$ cat config.mk
export PLATFORM = sky130hd
export DESIGN_NAME = tga_rle_pixel_decoder_core
export DESIGN_NICKNAME = d
export VERILOG_FILES = /design/src/hw/rtl/tgar_pkg.sv /design/src/hw/rtl/tga_rle_pixel_decoder_core.sv /design/src/hw/rtl/tgar_cfg.sv /design/src/hw/rtl/tgar_decode.sv /design/src/hw/rtl/tgar_out_reg.sv
export SDC_FILE = /design/constraint.sdc
export NUM_CORES = 1
export LEC_CHECK = 0
export BUFFER_PORTS_ARGS = -buffer_cell sky130_fd_sc_hd__buf_2
export CORE_MARGIN = 8
export CORE_UTILIZATION = 55
export DETAILED_ROUTE_END_ITERATION = 8
export PLACE_DENSITY_LB_ADDON = 0.3
export SYNTH_ARGS = -nofsm -noshare
export SYNTH_HDL_FRONTEND = slang
export SYNTH_HIERARCHICAL = 1
export SYNTH_SLANG_ARGS = --single-unit
export TNS_END_PERCENT = 10
$ cat constraint.sdc
create_clock -name clk -period 12.7 [get_ports clk]
set_clock_uncertainty 0.1 [all_clocks]
set_input_delay 1.905 -clock clk [delete_from_list [all_inputs] [get_ports clk]]
set_output_delay 1.905 -clock clk [all_outputs]
set_load 0.05 [all_outputs]
$ cat src/hw/rtl/tgar_pkg.sv
// Package for the TGA run-length pixel decoder.
// Register indexes, configuration and result structs, reset values and widths.
// No dependencies; used by every file under hw/rtl.
`default_nettype none

package tgar_pkg;

    // Default width of the pixel counter (image holds up to 2^N pixels)
    localparam int DEF_PIXEL_COUNT_BITS = 24;

    // Field widths
    localparam int BYTE_W      = 8;
    localparam int TOTAL_W     = 25;
    localparam int KEY_W       = 32;
    localparam int PIX_W       = 24;
    localparam int CFG_ADDR_W  = 3;
    localparam int CFG_DATA_W  = 32;
    localparam int OUT_TDATA_W = 40;
    localparam int OUT_TUSER_W = 2;

    // Pixel byte counts, as last byte index inside one pixel
    localparam logic [1:0] LAST_IDX_BGRA = 2'd3;
    localparam logic [1:0] LAST_IDX_BGR  = 2'd2;

    localparam logic [7:0] ALPHA_OPAQUE = 8'hff;
    localparam logic [7:0] ALPHA_CLEAR  = 8'h00;

    // Configuration register indexes
    typedef enum logic [CFG_ADDR_W-1:0] {
        CFG_COMPRESSED  = 3'd0,
        CFG_FOUR_BPP    = 3'd1,
        CFG_PIXEL_TOTAL = 3'd2,
        CFG_USE_KEY     = 3'd3,
        CFG_COLOR_KEY   = 3'd4
    } cfg_idx_t;

    typedef struct packed {
        logic               compressed;
        logic               four_bpp;
        logic [TOTAL_W-1:0] pixel_total;
        logic               use_key;
        logic [KEY_W-1:0]   color_key;
    } cfg_t;

    // Configuration after reset
    localparam cfg_t CFG_RESET = '{
        compressed:  1'b1,
        four_bpp:    1'b1,
        pixel_total: 25'd1,
        use_key:     1'b0,
        color_key:   32'hff00_0000
    };

    // One decoded pixel
    typedef struct packed {
        logic [7:0] blue;
        logic [7:0] green;
        logic [7:0] red;
        logic [7:0] alpha;
        logic [7:0] repeat_res;
        logic       last_pixel;
        logic       overrun_error;
        logic       key_seen;
    } res_t;

endpackage

`default_nettype wire

$ cat src/hw/rtl/tga_rle_pixel_decoder_core.sv
// Channel     | Dir | Signals                         | Contents
// ------------+-----+---------------------------------+---------------------------------------
// s_axis      | in  | tvalid tready tdata[7:0]        | data_byte
// m_axis      | out | tvalid tready tdata[39:0] tlast | pixel, repeat count; tlast=last_pixel
//             |     | tuser[1:0]                      | overrun_error, key_seen
// cfg         | in  | valid ready addr[2:0] data[31:0]| register write, always ready
//
// One byte per cycle while the result is not stalled; the byte that completes a result
// passes through the input register, then the decode logic into the result register,
// before that result can transfer.
// Reset (rst_n low) restores register defaults and expects a packet header first.
// A stalled result stalls the input register; one more byte is still taken behind it.
// Top level; depends on tgar_pkg, tgar_cfg, tgar_decode, tgar_out_reg.
`default_nettype none

module tga_rle_pixel_decoder_core #(
    parameter int PIXEL_COUNT_BITS = tgar_pkg::DEF_PIXEL_COUNT_BITS
) (
    input  wire logic                             clk,
    input  wire logic                             rst_n,
    // tdata: [7:0] data_byte
    input  wire logic                             s_axis_tvalid,
    output logic                                  s_axis_tready,
    input  wire logic [tgar_pkg::BYTE_W-1:0]      s_axis_tdata,
    // tdata: [7:0] blue, [15:8] green, [23:16] red, [31:24] alpha, [39:32] repeat_res
    output logic                                  m_axis_tvalid,
    input  wire logic                             m_axis_tready,
    output logic [tgar_pkg::OUT_TDATA_W-1:0]      m_axis_tdata,
    output logic                                  m_axis_tlast,
    // tuser: [0] overrun_error, [1] key_seen
    output logic [tgar_pkg::OUT_TUSER_W-1:0]      m_axis_tuser,
    input  wire logic                             cfg_valid,
    output logic                                  cfg_ready,
    input  wire logic [tgar_pkg::CFG_ADDR_W-1:0]  cfg_addr,
    input  wire logic [tgar_pkg::CFG_DATA_W-1:0]  cfg_data
);
    import tgar_pkg::*;

    cfg_t              cfg;
    logic              in_valid_reg, in_valid_next;
    logic [BYTE_W-1:0] in_data_reg;
    logic              in_xfer;
    logic              advance;
    logic              res_valid;
    res_t              res_comb;
    logic              out_valid;
    res_t              out_res;

    assign cfg_ready = 1'b1;

    tgar_cfg u_cfg (
        .clk     (clk),
        .rst_n   (rst_n),
        .wr_en   (cfg_valid),
        .wr_addr (cfg_addr),
        .wr_data (cfg_data),
        .cfg     (cfg)
    );

    // Input register: decode moves on when the result slot is free or draining
    assign advance       = in_valid_reg && (!out_valid || m_axis_tready);
    assign s_axis_tready = !in_valid_reg || advance;
    assign in_xfer       = s_axis_tvalid && s_axis_tready;

    always_comb
    begin
        in_valid_next = in_valid_reg;
        if (in_xfer)
        begin
            in_valid_next = 1'b1;
        end
        else if (advance)
        begin
            in_valid_next = 1'b0;
        end
    end

    always_ff @(posedge clk or negedge rst_n)
    begin
        if (!rst_n)
        begin
            in_valid_reg <= 1'b0;
        end
        else
        begin
            in_valid_reg <= in_valid_next;
        end
    end

    always_ff @(posedge clk)
    begin
        if (in_xfer)
        begin
            in_data_reg <= s_axis_tdata;
        end
    end

    tgar_decode #(
        .PIXEL_COUNT_BITS (PIXEL_COUNT_BITS)
    ) u_decode (
        .clk       (clk),
        .rst_n     (rst_n),
        .cfg       (cfg),
        .step      (advance),
        .data_byte (in_data_reg),
        .res_valid (res_valid),
        .res       (res_comb)
    );

    tgar_out_reg u_out (
        .clk      (clk),
        .rst_n    (rst_n),
        .load     (advance && res_valid),
        .load_res (res_comb),
        .take     (m_axis_tready),
        .valid    (out_valid),
        .res      (out_res)
    );

    // Output packing
    assign m_axis_tvalid = out_valid;
    assign m_axis_tdata  = {out_res.repeat_res, out_res.alpha, out_res.red,
                            out_res.green, out_res.blue};
    assign m_axis_tlast  = out_res.last_pixel;
    assign m_axis_tuser  = {out_res.key_seen, out_res.overrun_error};

endmodule

`default_nettype wire

$ cat src/hw/rtl/tgar_cfg.sv
// Configuration register file of the TGA run-length pixel decoder.
// Depends on tgar_pkg (register indexes, cfg_t, reset values).
`default_nettype none

module tgar_cfg (
    input  wire logic                           clk,
    input  wire logic                           rst_n,
    input  wire logic                           wr_en,
    input  wire logic [tgar_pkg::CFG_ADDR_W-1:0] wr_addr,
    input  wire logic [tgar_pkg::CFG_DATA_W-1:0] wr_data,
    output tgar_pkg::cfg_t                       cfg
);
    import tgar_pkg::*;

    cfg_t cfg_reg;
    cfg_t cfg_next;

    // Register decode; indexes beyond the list are ignored
    always_comb
    begin
        cfg_next = cfg_reg;
        if (wr_en)
        begin
            unique case (cfg_idx_t'(wr_addr))
                CFG_COMPRESSED:  cfg_next.compressed  = wr_data[0];
                CFG_FOUR_BPP:    cfg_next.four_bpp    = wr_data[0];
                CFG_PIXEL_TOTAL: cfg_next.pixel_total = wr_data[TOTAL_W-1:0];
                CFG_USE_KEY:     cfg_next.use_key     = wr_data[0];
                CFG_COLOR_KEY:   cfg_next.color_key   = wr_data[KEY_W-1:0];
                default:         cfg_next = cfg_reg;
            endcase
        end
    end

    always_ff @(posedge clk or negedge rst_n)
    begin
        if (!rst_n)
        begin
            cfg_reg <= CFG_RESET;
        end
        else
        begin
            cfg_reg <= cfg_next;
        end
    end

    assign cfg = cfg_reg;

endmodule

`default_nettype wire

$ cat src/hw/rtl/tgar_decode.sv
// Packet and pixel decode state of the TGA run-length pixel decoder.
// One stream byte per step; packet header, pixel assembly, counts, flags.
// Depends on tgar_pkg (cfg_t, res_t, constants).
`default_nettype none

module tgar_decode #(
    parameter int PIXEL_COUNT_BITS = tgar_pkg::DEF_PIXEL_COUNT_BITS
) (
    input  wire logic                       clk,
    input  wire logic                       rst_n,
    input  wire tgar_pkg::cfg_t             cfg,
    input  wire logic                       step,
    input  wire logic [tgar_pkg::BYTE_W-1:0] data_byte,
    output logic                            res_valid,
    output tgar_pkg::res_t                  res
);
    import tgar_pkg::*;

    // Pixel counter holds 0..2^N; compare width also covers pixel_total
    localparam int CW = PIXEL_COUNT_BITS + 1;
    localparam int TW = (CW > TOTAL_W) ? CW : TOTAL_W;

    logic             expect_hdr_reg, expect_hdr_next;
    logic             run_reg,        run_next;
    logic [7:0]       remaining_reg,  remaining_next;
    logic [1:0]       bip_reg,        bip_next;
    logic [PIX_W-1:0] pix_reg,        pix_next;
    logic [CW-1:0]    done_reg,       done_next;
    logic             key_reg,        key_next;
    logic             ovr_reg,        ovr_next;

    logic [TW-1:0] total_ext;
    logic [TW-1:0] cap_ext;
    logic [TW-1:0] eff_ext;
    logic [CW-1:0] eff;
    logic [CW-1:0] left;
    logic          done_below;

    logic [1:0]    last_idx;
    logic [7:0]    hdr_count;
    logic [7:0]    rep_pre;
    logic [7:0]    rep;
    logic [CW-1:0] done_sum;
    logic          key_match;
    logic          is_last;

    // Effective image size: zero counts as one, clamp to 2^N
    always_comb
    begin
        total_ext = TW'(cfg.pixel_total);
        cap_ext   = TW'(1) << PIXEL_COUNT_BITS;
        if (total_ext == '0)
        begin
            eff_ext = TW'(1);
        end
        else if (total_ext > cap_ext)
        begin
            eff_ext = cap_ext;
        end
        else
        begin
            eff_ext = total_ext;
        end
        eff        = eff_ext[CW-1:0];
        done_below = (eff > done_reg);
        left       = done_below ? (eff - done_reg) : CW'(1);
    end

    // Next-state and result logic for one byte
    always_comb
    begin
        expect_hdr_next = expect_hdr_reg;
        run_next        = run_reg;
        remaining_next  = remaining_reg;
        bip_next        = bip_reg;
        pix_next        = pix_reg;
        done_next       = done_reg;
        key_next        = key_reg;
        ovr_next        = ovr_reg;

        last_idx  = cfg.four_bpp ? LAST_IDX_BGRA : LAST_IDX_BGR;
        hdr_count = {1'b0, data_byte[6:0]} + 8'd1;
        rep_pre   = 8'd1;
        rep       = 8'd1;
        done_sum  = done_reg;
        key_match = 1'b0;
        is_last   = 1'b0;
        res_valid = 1'b0;

        res.blue          = pix_reg[7:0];
        res.green         = pix_reg[15:8];
        res.red           = cfg.four_bpp ? pix_reg[23:16] : data_byte;
        res.alpha         = cfg.four_bpp ? data_byte : ALPHA_OPAQUE;
        res.repeat_res    = 8'd1;
        res.last_pixel    = 1'b0;
        res.overrun_error = ovr_reg;
        res.key_seen      = 1'b0;

        if (cfg.compressed && expect_hdr_reg)
        begin
            // Packet header: count clipped to the pixels still owed
            if (CW'(hdr_count) > left)
            begin
                remaining_next = left[7:0];
                ovr_next       = 1'b1;
            end
            else
            begin
                remaining_next = hdr_count;
            end
            run_next        = data_byte[7];
            expect_hdr_next = 1'b0;
            bip_next        = 2'd0;
        end
        else if (bip_reg < last_idx)
        begin
            // Collect a pixel byte
            case (bip_reg)
                2'd0:    pix_next[7:0]   = data_byte;
                2'd1:    pix_next[15:8]  = data_byte;
                2'd2:    pix_next[23:16] = data_byte;
                default: pix_next        = pix_reg;
            endcase
            bip_next = bip_reg + 2'd1;
        end
        else
        begin
            // Final byte of a pixel: emit a result
            res_valid = 1'b1;
            key_match = !cfg.four_bpp && cfg.use_key &&
                        ({ALPHA_OPAQUE, data_byte, pix_reg[15:0]} == cfg.color_key);
            if (key_match)
            begin
                res.alpha = ALPHA_CLEAR;
                key_next  = 1'b1;
            end
            bip_next = 2'd0;
            pix_next = '0;

            if (cfg.compressed)
            begin
                if (run_reg)
                begin
                    rep_pre         = (remaining_reg != 8'd0) ? remaining_reg : 8'd1;
                    remaining_next  = 8'd0;
                    expect_hdr_next = 1'b1;
                end
                else if (remaining_reg <= 8'd1)
                begin
                    remaining_next  = 8'd0;
                    expect_hdr_next = 1'b1;
                end
                else
                begin
                    remaining_next = remaining_reg - 8'd1;
                end
            end

            rep      = (CW'(rep_pre) > left) ? left[7:0] : rep_pre;
            done_sum = done_reg + CW'(rep);
            if (done_below)
            begin
                done_next = done_sum;
                is_last   = (done_sum >= eff);
            end
            else
            begin
                is_last = 1'b1;
            end

            res.repeat_res = rep;
            res.last_pixel = is_last;
            res.key_seen   = cfg.four_bpp ? cfg.use_key : (key_reg | key_match);

            // End of image: start over for the next one
            if (is_last)
            begin
                expect_hdr_next = 1'b1;
                run_next        = 1'b0;
                remaining_next  = 8'd0;
                bip_next        = 2'd0;
                pix_next        = '0;
                done_next       = '0;
                key_next        = 1'b0;
                ovr_next        = 1'b0;
            end
        end
    end

    always_ff @(posedge clk or negedge rst_n)
    begin
        if (!rst_n)
        begin
            expect_hdr_reg <= 1'b1;
            run_reg        <= 1'b0;
            remaining_reg  <= 8'd0;
            bip_reg        <= 2'd0;
            pix_reg        <= '0;
            done_reg       <= '0;
            key_reg        <= 1'b0;
            ovr_reg        <= 1'b0;
        end
        else if (step)
        begin
            expect_hdr_reg <= expect_hdr_next;
            run_reg        <= run_next;
            remaining_reg  <= remaining_next;
            bip_reg        <= bip_next;
            pix_reg        <= pix_next;
            done_reg       <= done_next;
            key_reg        <= key_next;
            ovr_reg        <= ovr_next;
        end
    end

endmodule

`default_nettype wire

$ cat src/hw/rtl/tgar_out_reg.sv
// Result register of the TGA run-length pixel decoder.
// Holds one decoded pixel until the downstream transfer completes.
// Depends on tgar_pkg (res_t).
`default_nettype none

module tgar_out_reg (
    input  wire logic           clk,
    input  wire logic           rst_n,
    input  wire logic           load,
    input  wire tgar_pkg::res_t load_res,
    input  wire logic           take,
    output logic                valid,
    output tgar_pkg::res_t      res
);
    import tgar_pkg::*;

    logic valid_reg, valid_next;
    res_t res_reg;

    // Valid: set on load, cleared when taken without a new load
    always_comb
    begin
        valid_next = valid_reg;
        if (load)
        begin
            valid_next = 1'b1;
        end
        else if (take)
        begin
            valid_next = 1'b0;
        end
    end

    always_ff @(posedge clk or negedge rst_n)
    begin
        if (!rst_n)
        begin
            valid_reg <= 1'b0;
        end
        else
        begin
            valid_reg <= valid_next;
        end
    end

    // Payload
    always_ff @(posedge clk)
    begin
        if (load)
        begin
            res_reg <= load_res;
        end
    end

    assign valid = valid_reg;
    assign res   = res_reg;

endmodule

`default_nettype wire

==> results of run 1 <==
placed cells by master (no fill, tap or decap), types with 6 or more instances in the layout:
cell         n
nand4_1     32
xor2_1      16
and2_1      11
nand2b_1    10
ha_1        79
dfstp_2     12
and3_1       6
buf_2       91
a21o_1      18
a22o_1      14
a21oi_1     69
or3_1        6
clkbuf_16   17
nor4_1      15
dfrtp_1    113
edfxtp_1    51
xnor2_1     52
o21ai_1      8
buf_4        7
mux2_4      33
o22ai_1     17
o211ai_1     8
o21a_1       7
o21ai_0     71
a22oi_1      7
nand2_1    138
mux2_2      27
nor2_1      41
inv_1       91
clkinv_8     6
nor3_1      22
nand3_1     20
o21bai_1     7
cells in the mapped netlist, types with 3 or more instances:
cell type	n	area share, %
ha_1	79	8.6
nor4_1	15	0.82
dfrtp_1	113	25
o31ai_1	5	0.33
o211ai_1	8	0.52
a21oi_1	69	3.0
a21o_1	18	1.2
nand4_1	32	1.7
edfxtp_1	51	13
o21a_1	7	0.46
a22oi_1	7	0.46
xnor2_1	52	4.0
a211o_1	3	0.23
mux2i_1	3	0.26
o41ai_1	3	0.23
and2_1	11	0.60
o21bai_1	7	0.46
buf_2	5	0.22
clkbuf_1	27	0.88
and3_1	7	0.38
inv_1	91	3.0
a211oi_1	3	0.20
nor2b_1	5	0.27
xor2_1	16	1.2
o21ai_1	8	0.35
o22ai_1	18	0.98
nor4b_1	3	0.23
o2bb2ai_1	4	0.31
o221ai_1	5	0.38
or3_1	6	0.33
nand3_1	20	0.87
a221oi_1	3	0.23
mux2_4	33	4.3
a22o_1	14	1.1
nand2_1	138	4.5
nor3_1	22	0.96
buf_12	3	0.52
mux2_2	27	2.7
buf_4	20	1.3
a221o_1	4	0.35
dfstp_2	12	2.8
nand2b_1	10	0.55
o21ai_0	71	3.1
nor2_1	41	1.3
buf_6	5	0.49
critical path: cells and delay by family (launching register included):
kind	cells	cell delay [ps]
xor+xnor	1	240
buf+inv	4	700
flops	1	410
simple gates	13	3470
compound gates	23	4620
fa+ha+maj	4	1250
metrics by stage:
stage | area [um^2] | worst slack [ps] | hold WS (ps)
6_report | 12500 | 1820 | 392
5_1_grt | 12500 | 1140 | 416
4_1_cts | 12500 | 2190 | 393
3_5_place_dp | 11900 | 2230 | 374
3_3_place_gp | 11900 | 2440 | 364
2_1_floorplan | 11500 | 3150 | 345
where the power goes:
part | leakage (nW) | switching, mW | internal (mW) | total, mW
clock network | 0.297 | 0.265 | 0.268 | 0.533
logic | 3.24 | 0.904 | 0.542 | 1.45
registers | 2.01 | 0.132 | 0.739 | 0.871
per-layer routing:
metal,global-route usage (%),share of wire [%]
met5,0,0
met2,37.3,46
met1,31.7,44
met4,7.39,2.3
met3,4.42,6.9
area by class of cell:
class | instances | area, um^2
clock buffers | 17 | 425
clock inverters | 15 | 191
fillers | 1662 | 7840
inverters | 92 | 345
multi-input cells | 829 | 6040
flip-flops and latches | 176 | 4670
well taps | 270 | 338
repair buffers | 98 | 508
final timing paths:
kind	startpoint	endpoint	slack [ps]
worst max-delay path	u_cfg/cfg[45]	u_decode/done_reg[15]	1820
worst min-delay path	u_decode/pix_reg[23]	u_decode/pix_reg[23]	390
worst max register to register	u_cfg/cfg[45]	u_decode/done_reg[15]	1820
worst min register to register	u_decode/pix_reg[23]	u_decode/pix_reg[23]	390
max in group asynchronous	rst_n	u_decode/done_reg[11]	9680
min in group asynchronous	rst_n	u_decode/pix_reg[18]	1350
cell families after synthesis:
family	share of synthesized area [%]
multiplexers	7.24
adder cells (fa/ha/maj)	8.98
buffers and inverters	6.66
flip-flops	40.8
XOR/XNOR	5.20
other	0.0327
AO/OA/AOI/OAI	16.6
AND/OR/NAND/NOR	14.5
==> metrics.md, run 1 <==
| Metric | Value |
|---|---|
| CTS H-tree depth | `4` |
| Placed insts | `between 1000 and 1500` |
| Clk Latency, worst-skew pair | `450 ps` |
| CP most frequent cell | `nand2_1` |
| Synthesized cell area | `between 10000 and 15000 um^2` |
| Syn Inst Count | `between 1000 and 1500` |
| Core area | `just over 20000 um^2` |
| Nets | `about 1300` |
| Least-Margin Pin Slew | `~1100 ps` |
| Clock root cell | `clkbuf_16` |
| Crit path max fanout | `25` |
| DRC Markers | `0` |
| IO buf count | `92` |
| Final Setup Violations | `0` |
| Ports | `between 90 and 100` |
| Die height | `between 150 and 200 um` |
| Share of layout cells above drive strength 1 | `~19%` |
| Type of origin of the critical path | `register` |
| Hold Crit Class | `reg2reg` |
| Avg Inst Size Synth | `9.87 um^2` |
| Antenna Cells | `0` |
| PostCTS Resize Cnt | `0` |
| Via count | `9197` |
| GP Congestion | `about 0.95` |
| Vias in the first global route | `just under 9000` |
| Max IR drop VDD | `about 0.00013 V` |
| Setup TNS Final | `0 ps` |
| Fin cells | `between 1000 and 1500` |
| RSZ-0062 raised after global routing | `no` |
| Clock transition at path regs | `about 80 ps` |
| Largest net degree at the start of global routing | `between 80 and 90` |
| Max Buffers Root-to-Sink | `2` |
| Register area share after synthesis | `40.8%` |
| Final period util | `a little under nine tenths` |
| Syn_nets | `roughly 1300` |
| Cell variety after synth | `85` |
| Antenna viol nets, final | `0` |
| Tmin final | `about 11000 ps` |
| Syn. warnings | `6` |
| DIE WIDTH | `around 160 um` |
| CP arrival | `about 11000 ps` |
| Max Cap Viol | `0` |
| CTS Hold Bufs | `0` |
| Leak | `5.55 nW` |
| Detailed Route WL | `about 30000 um` |
| Antenna violations before repair | `0` |
| Drt first pass iters | `5` |
| CTS buffer count | `17` |
| Final core occ | `just over 60%` |
| Worst Hold Depth | `2` |
| Outcome | `complete, no violations` |
| Power per cell area | `about 230 nW/um^2` |
| Top FF cell, synth | `dfrtp_1` |
| Synth Register Bits | `around 180` |
| Slew margin rel. | `around 23%` |
| Fmax | `91.9 MHz` |
| Area growth syn-to-layout | `9.37%` |
| Via density | `6.14` |
| Crit Path Class | `reg2reg` |
| Hpwl dp | `~23000 um` |
| Starting Density | `a little under three fifths` |
| Asr flop ratio synth | `71.0%` |
| Total power | `roughly 2.8 mW` |
| Clock sinks | `about 180` |
| Die area | `between 20000 and 30000 um^2` |
| Max incr delay on CP | `930 ps` |
| First-pass GRT wire length | `48400 um` |
| Setup crit end kind | `register` |
| Grt total ovfl | `0` |
| Starting DRC count in detailed routing | `about 910` |
| Max reg flops | `60` |
| Crit-path slowest cell | `o21ai_1` |
| Critical Path RT | `12970 ps` |
| Post-synth EDFFs | `51` |
| Core Rows | `52` |
| Max Slew Vio Count | `0` |
| Post-CTS Setup Bufs | `0` |
| Average wire per cell in the routed design | `around 20 um` |
| Worst r2r path cells | `45` |
| TritonCTS clock tree | `done` |
| GRT Total Usage | `23.4%` |
| Final hold vios | `0` |
Power figures use the tool's default switching activity.
==> inputs of run 2 (changes only) <==
--- a/config.mk
+++ b/config.mk
@@ -7,7 +7,7 @@
 export LEC_CHECK = 0
 export BUFFER_PORTS_ARGS = -buffer_cell sky130_fd_sc_hd__buf_2
 export CORE_MARGIN = 8
-export CORE_UTILIZATION = 55
+export CORE_UTILIZATION = 40
 export DETAILED_ROUTE_END_ITERATION = 8
 export PLACE_DENSITY_LB_ADDON = 0.3
 export SYNTH_ARGS = -nofsm -noshare
==> run 2 against run 1 <==
Against the previous run:
- first-iteration DRC count down 23%
- largest power group unchanged
- register-to-register slack better by 230 ps
- highest routed layer unchanged
- die area up 33%
- routed wire length is 5.4% higher
==> metrics.md, run 2 (synthesized netlist as in run 1, its figures left out) <==
| Metric | Value |
|---|---|
| FF-to-FF Start | `u_cfg/cfg[34]` |
| Slew margin rel. | `12.4% (-11 points)` |
| Max IR drop VDD | `0.000101 V (-22%)` |
| Worst r2r path cells | `47 (+4.4%)` |
| Antenna Cells | `0 (unchanged)` |
| Antenna viol nets, final | `0 (unchanged)` |
| Grt total ovfl | `0 (unchanged)` |
| DIE WIDTH | `185 um (+16%)` |
| DRC Markers | `0 (unchanged)` |
| PostCTS Resize Cnt | `0 (unchanged)` |
| Hold_sp | `u_decode/ovr_reg` |
| Post-CTS Setup Bufs | `0 (unchanged)` |
| Detailed Route WL | `31700 um (+5.4%)` |
| CTS buffer count | `17 (unchanged)` |
| Critical Path RT | `12920 ps (-50 ps)` |
| Max Buffers Root-to-Sink | `2 (unchanged)` |
| GP Congestion | `0.899 (-5.6%)` |
| Hpwl dp | `24300 um (+6.9%)` |
| Storage element area | `4670 um^2 (unchanged)` |
| Largest net degree at the start of global routing | `73 (-13%)` |
| Core Rows | `62 (+19%)` |
| Outcome | `complete, no violations` |
| Clock root cell | `clkbuf_16` |
| Crit path max fanout | `29 (+16%)` |
| Worst hold margin | `361 ps (-31.0 ps)` |
| Die area | `34300 um^2 (+33%)` |
| Hold Crit Class | `reg2reg` |
| Core area | `28500 um^2 (+40%)` |
| Leak | `5.54 nW (-0.11%)` |
| Fmax | `93.8 MHz (+2.1%)` |
| Fin cells | `1612 (+7.7%)` |
| Share of layout cells above drive strength 1 | `18.4% (-0.18 points)` |
| Clock sinks | `176 (unchanged)` |
| Average wire per cell in the routed design | `19.6 um (-2.1%)` |
| FF-to-FF End | `u_decode/remaining_reg[7]` |
| Max reg flops | `60 (unchanged)` |
| Worst Hold Depth | `0 (-2)` |
| First-pass GRT wire length | `49300 um (+2.0%)` |
| RSZ-0062 raised after global routing | `no` |
| Worst slack at placement | `2350 ps (+124 ps)` |
| Least-Margin Pin Slew | `1310 ps (+169 ps)` |
| Tmin final | `10660 ps (-227 ps)` |
| Via count | `8992 (-2.2%)` |
| Area growth syn-to-layout | `10.7%` |
| Placed insts | `1580 (+7.8%)` |
| Most common cell after layout, fill and taps aside | `nand2_1` |
| Final period util | `83.9% (-1.8 points)` |
| CP most frequent cell | `nand2_1` |
| Starting Density | `40.2% (-16 points)` |
| Drt first pass iters | `6 (+1)` |
| GRT Total Usage | `18.6% (-4.8 points)` |
| Type of origin of the critical path | `register` |
| Final hold vios | `0 (unchanged)` |
| Setup crit end kind | `register` |
| Power per cell area | `226 nW/um^2 (-0.60%)` |
| Crit Path Class | `reg2reg` |
| Vias in the first global route | `8720 (-1.5%)` |
| Clk Latency, worst-skew pair | `440 ps (about the same)` |
| Starting DRC count in detailed routing | `702 (-23%)` |
| CTS Hold Bufs | `0 (unchanged)` |
| Multi-input logic area | `6040 um^2 (unchanged)` |
| Clock transition at path regs | `60 ps (-20 ps)` |
| Final Setup Violations | `0 (unchanged)` |
| Final Worst Setup Slack | `2040 ps (+227 ps)` |
| CTS H-tree depth | `4 (unchanged)` |
| Ports | `94 (unchanged)` |
| TritonCTS clock tree | `done` |
| Max Cap Viol | `0 (unchanged)` |
| Nets | `1344 (+0.074%)` |
| Hold endpoint | `u_out/res[1]` |
| Reg-to-reg slack, setup | `2040 ps (+230 ps)` |
| # fillers | `2815 (+69%)` |
| Max incr delay on CP | `890 ps (-40 ps)` |
| Max Slew Vio Count | `0 (unchanged)` |
| Setup TNS Final | `0 ps (unchanged)` |
| IO buf count | `92 (unchanged)` |
| Crit-path slowest cell | `o21ai_1` |
| Die height | `185 um (+16%)` |
| CP arrival | `10880 ps (-270 ps)` |
| Most frequent cells in the layout | `138 x nand2_1, 113 x dfrtp_1, 91 x buf_2, 91 x inv_1, 79 x ha_1` |
| Via density | `5.58 (-9.2%)` |
| Antenna violations before repair | `0 (unchanged)` |
## run 2: area by class of cell
type / instances / share of cell area, %
Clock inverter: 12 / 1.22
Sequential cell: 176 / 36.9
Clock buffer: 20 / 3.61
Timing Repair Buffer: 99 / 4.07
Inverter: 92 / 2.73
Tap cell: 384 / 3.79
Multi-Input combinational cell: 829 / 47.7
## run 2: worst max-delay path by stage
stage               slack (ps)                         to  cells past startpoint     startpoint
floorplan                 3150  u_decode/remaining_reg[5]                     45  u_cfg/cfg[51]
global placement          2360  u_decode/remaining_reg[7]                     45  u_cfg/cfg[34]
detailed placement        2350  u_decode/remaining_reg[7]                     42  u_cfg/cfg[34]
CTS                       2340  u_decode/remaining_reg[7]                     42  u_cfg/cfg[34]
global route              1490  u_decode/remaining_reg[7]                     47  u_cfg/cfg[34]
finish                    2040  u_decode/remaining_reg[7]                     47  u_cfg/cfg[34]
## run 2: routing by layer
| metal | share of wire (%) | up-vias | global-route usage [%] |
|---|---|---|---|
| li1 | - | 4279 | - |
| met1 | 47 | 4377 | 26.0 |
| met2 | 44 | 283 | 28.6 |
| met3 | 5.9 | 53 | 3.81 |
| met4 | 2.4 | 0 | 5.76 |
| met5 | 0 | - | 0 |
## run 2: metrics by stage
| stage | utilization, % | total power [mW] | cell area, um^2 |
|---|---|---|---|
| 2_1_floorplan | - | 1.94 | 11500 |
| 3_3_place_gp | 42.4 | 2.29 | 12100 |
| 3_5_place_dp | 42.4 | 2.30 | 12100 |
| 4_1_cts | 44.5 | 2.86 | 12700 |
| 5_1_grt | 44.5 | 3.06 | 12700 |
| 6_report | 44.5 | 2.87 | 12700 |
## run 2: power by group
group          internal (mW)  total, mW  switching, mW  leakage (nW)
Sequential             0.739      0.870          0.131          2.01
Combinational          0.540       1.44          0.903          3.25
Clock                  0.322      0.553          0.231         0.286
## run 2: worst max-delay path, delay by kind of cell (launching register included)
kind | cells | cell delay, ps
compound gates | 21 | 4100
simple gates | 15 | 3260
fa+ha+maj | 5 | 1510
buf+inv | 5 | 1050
flops | 1 | 400
xor+xnor | 1 | 80
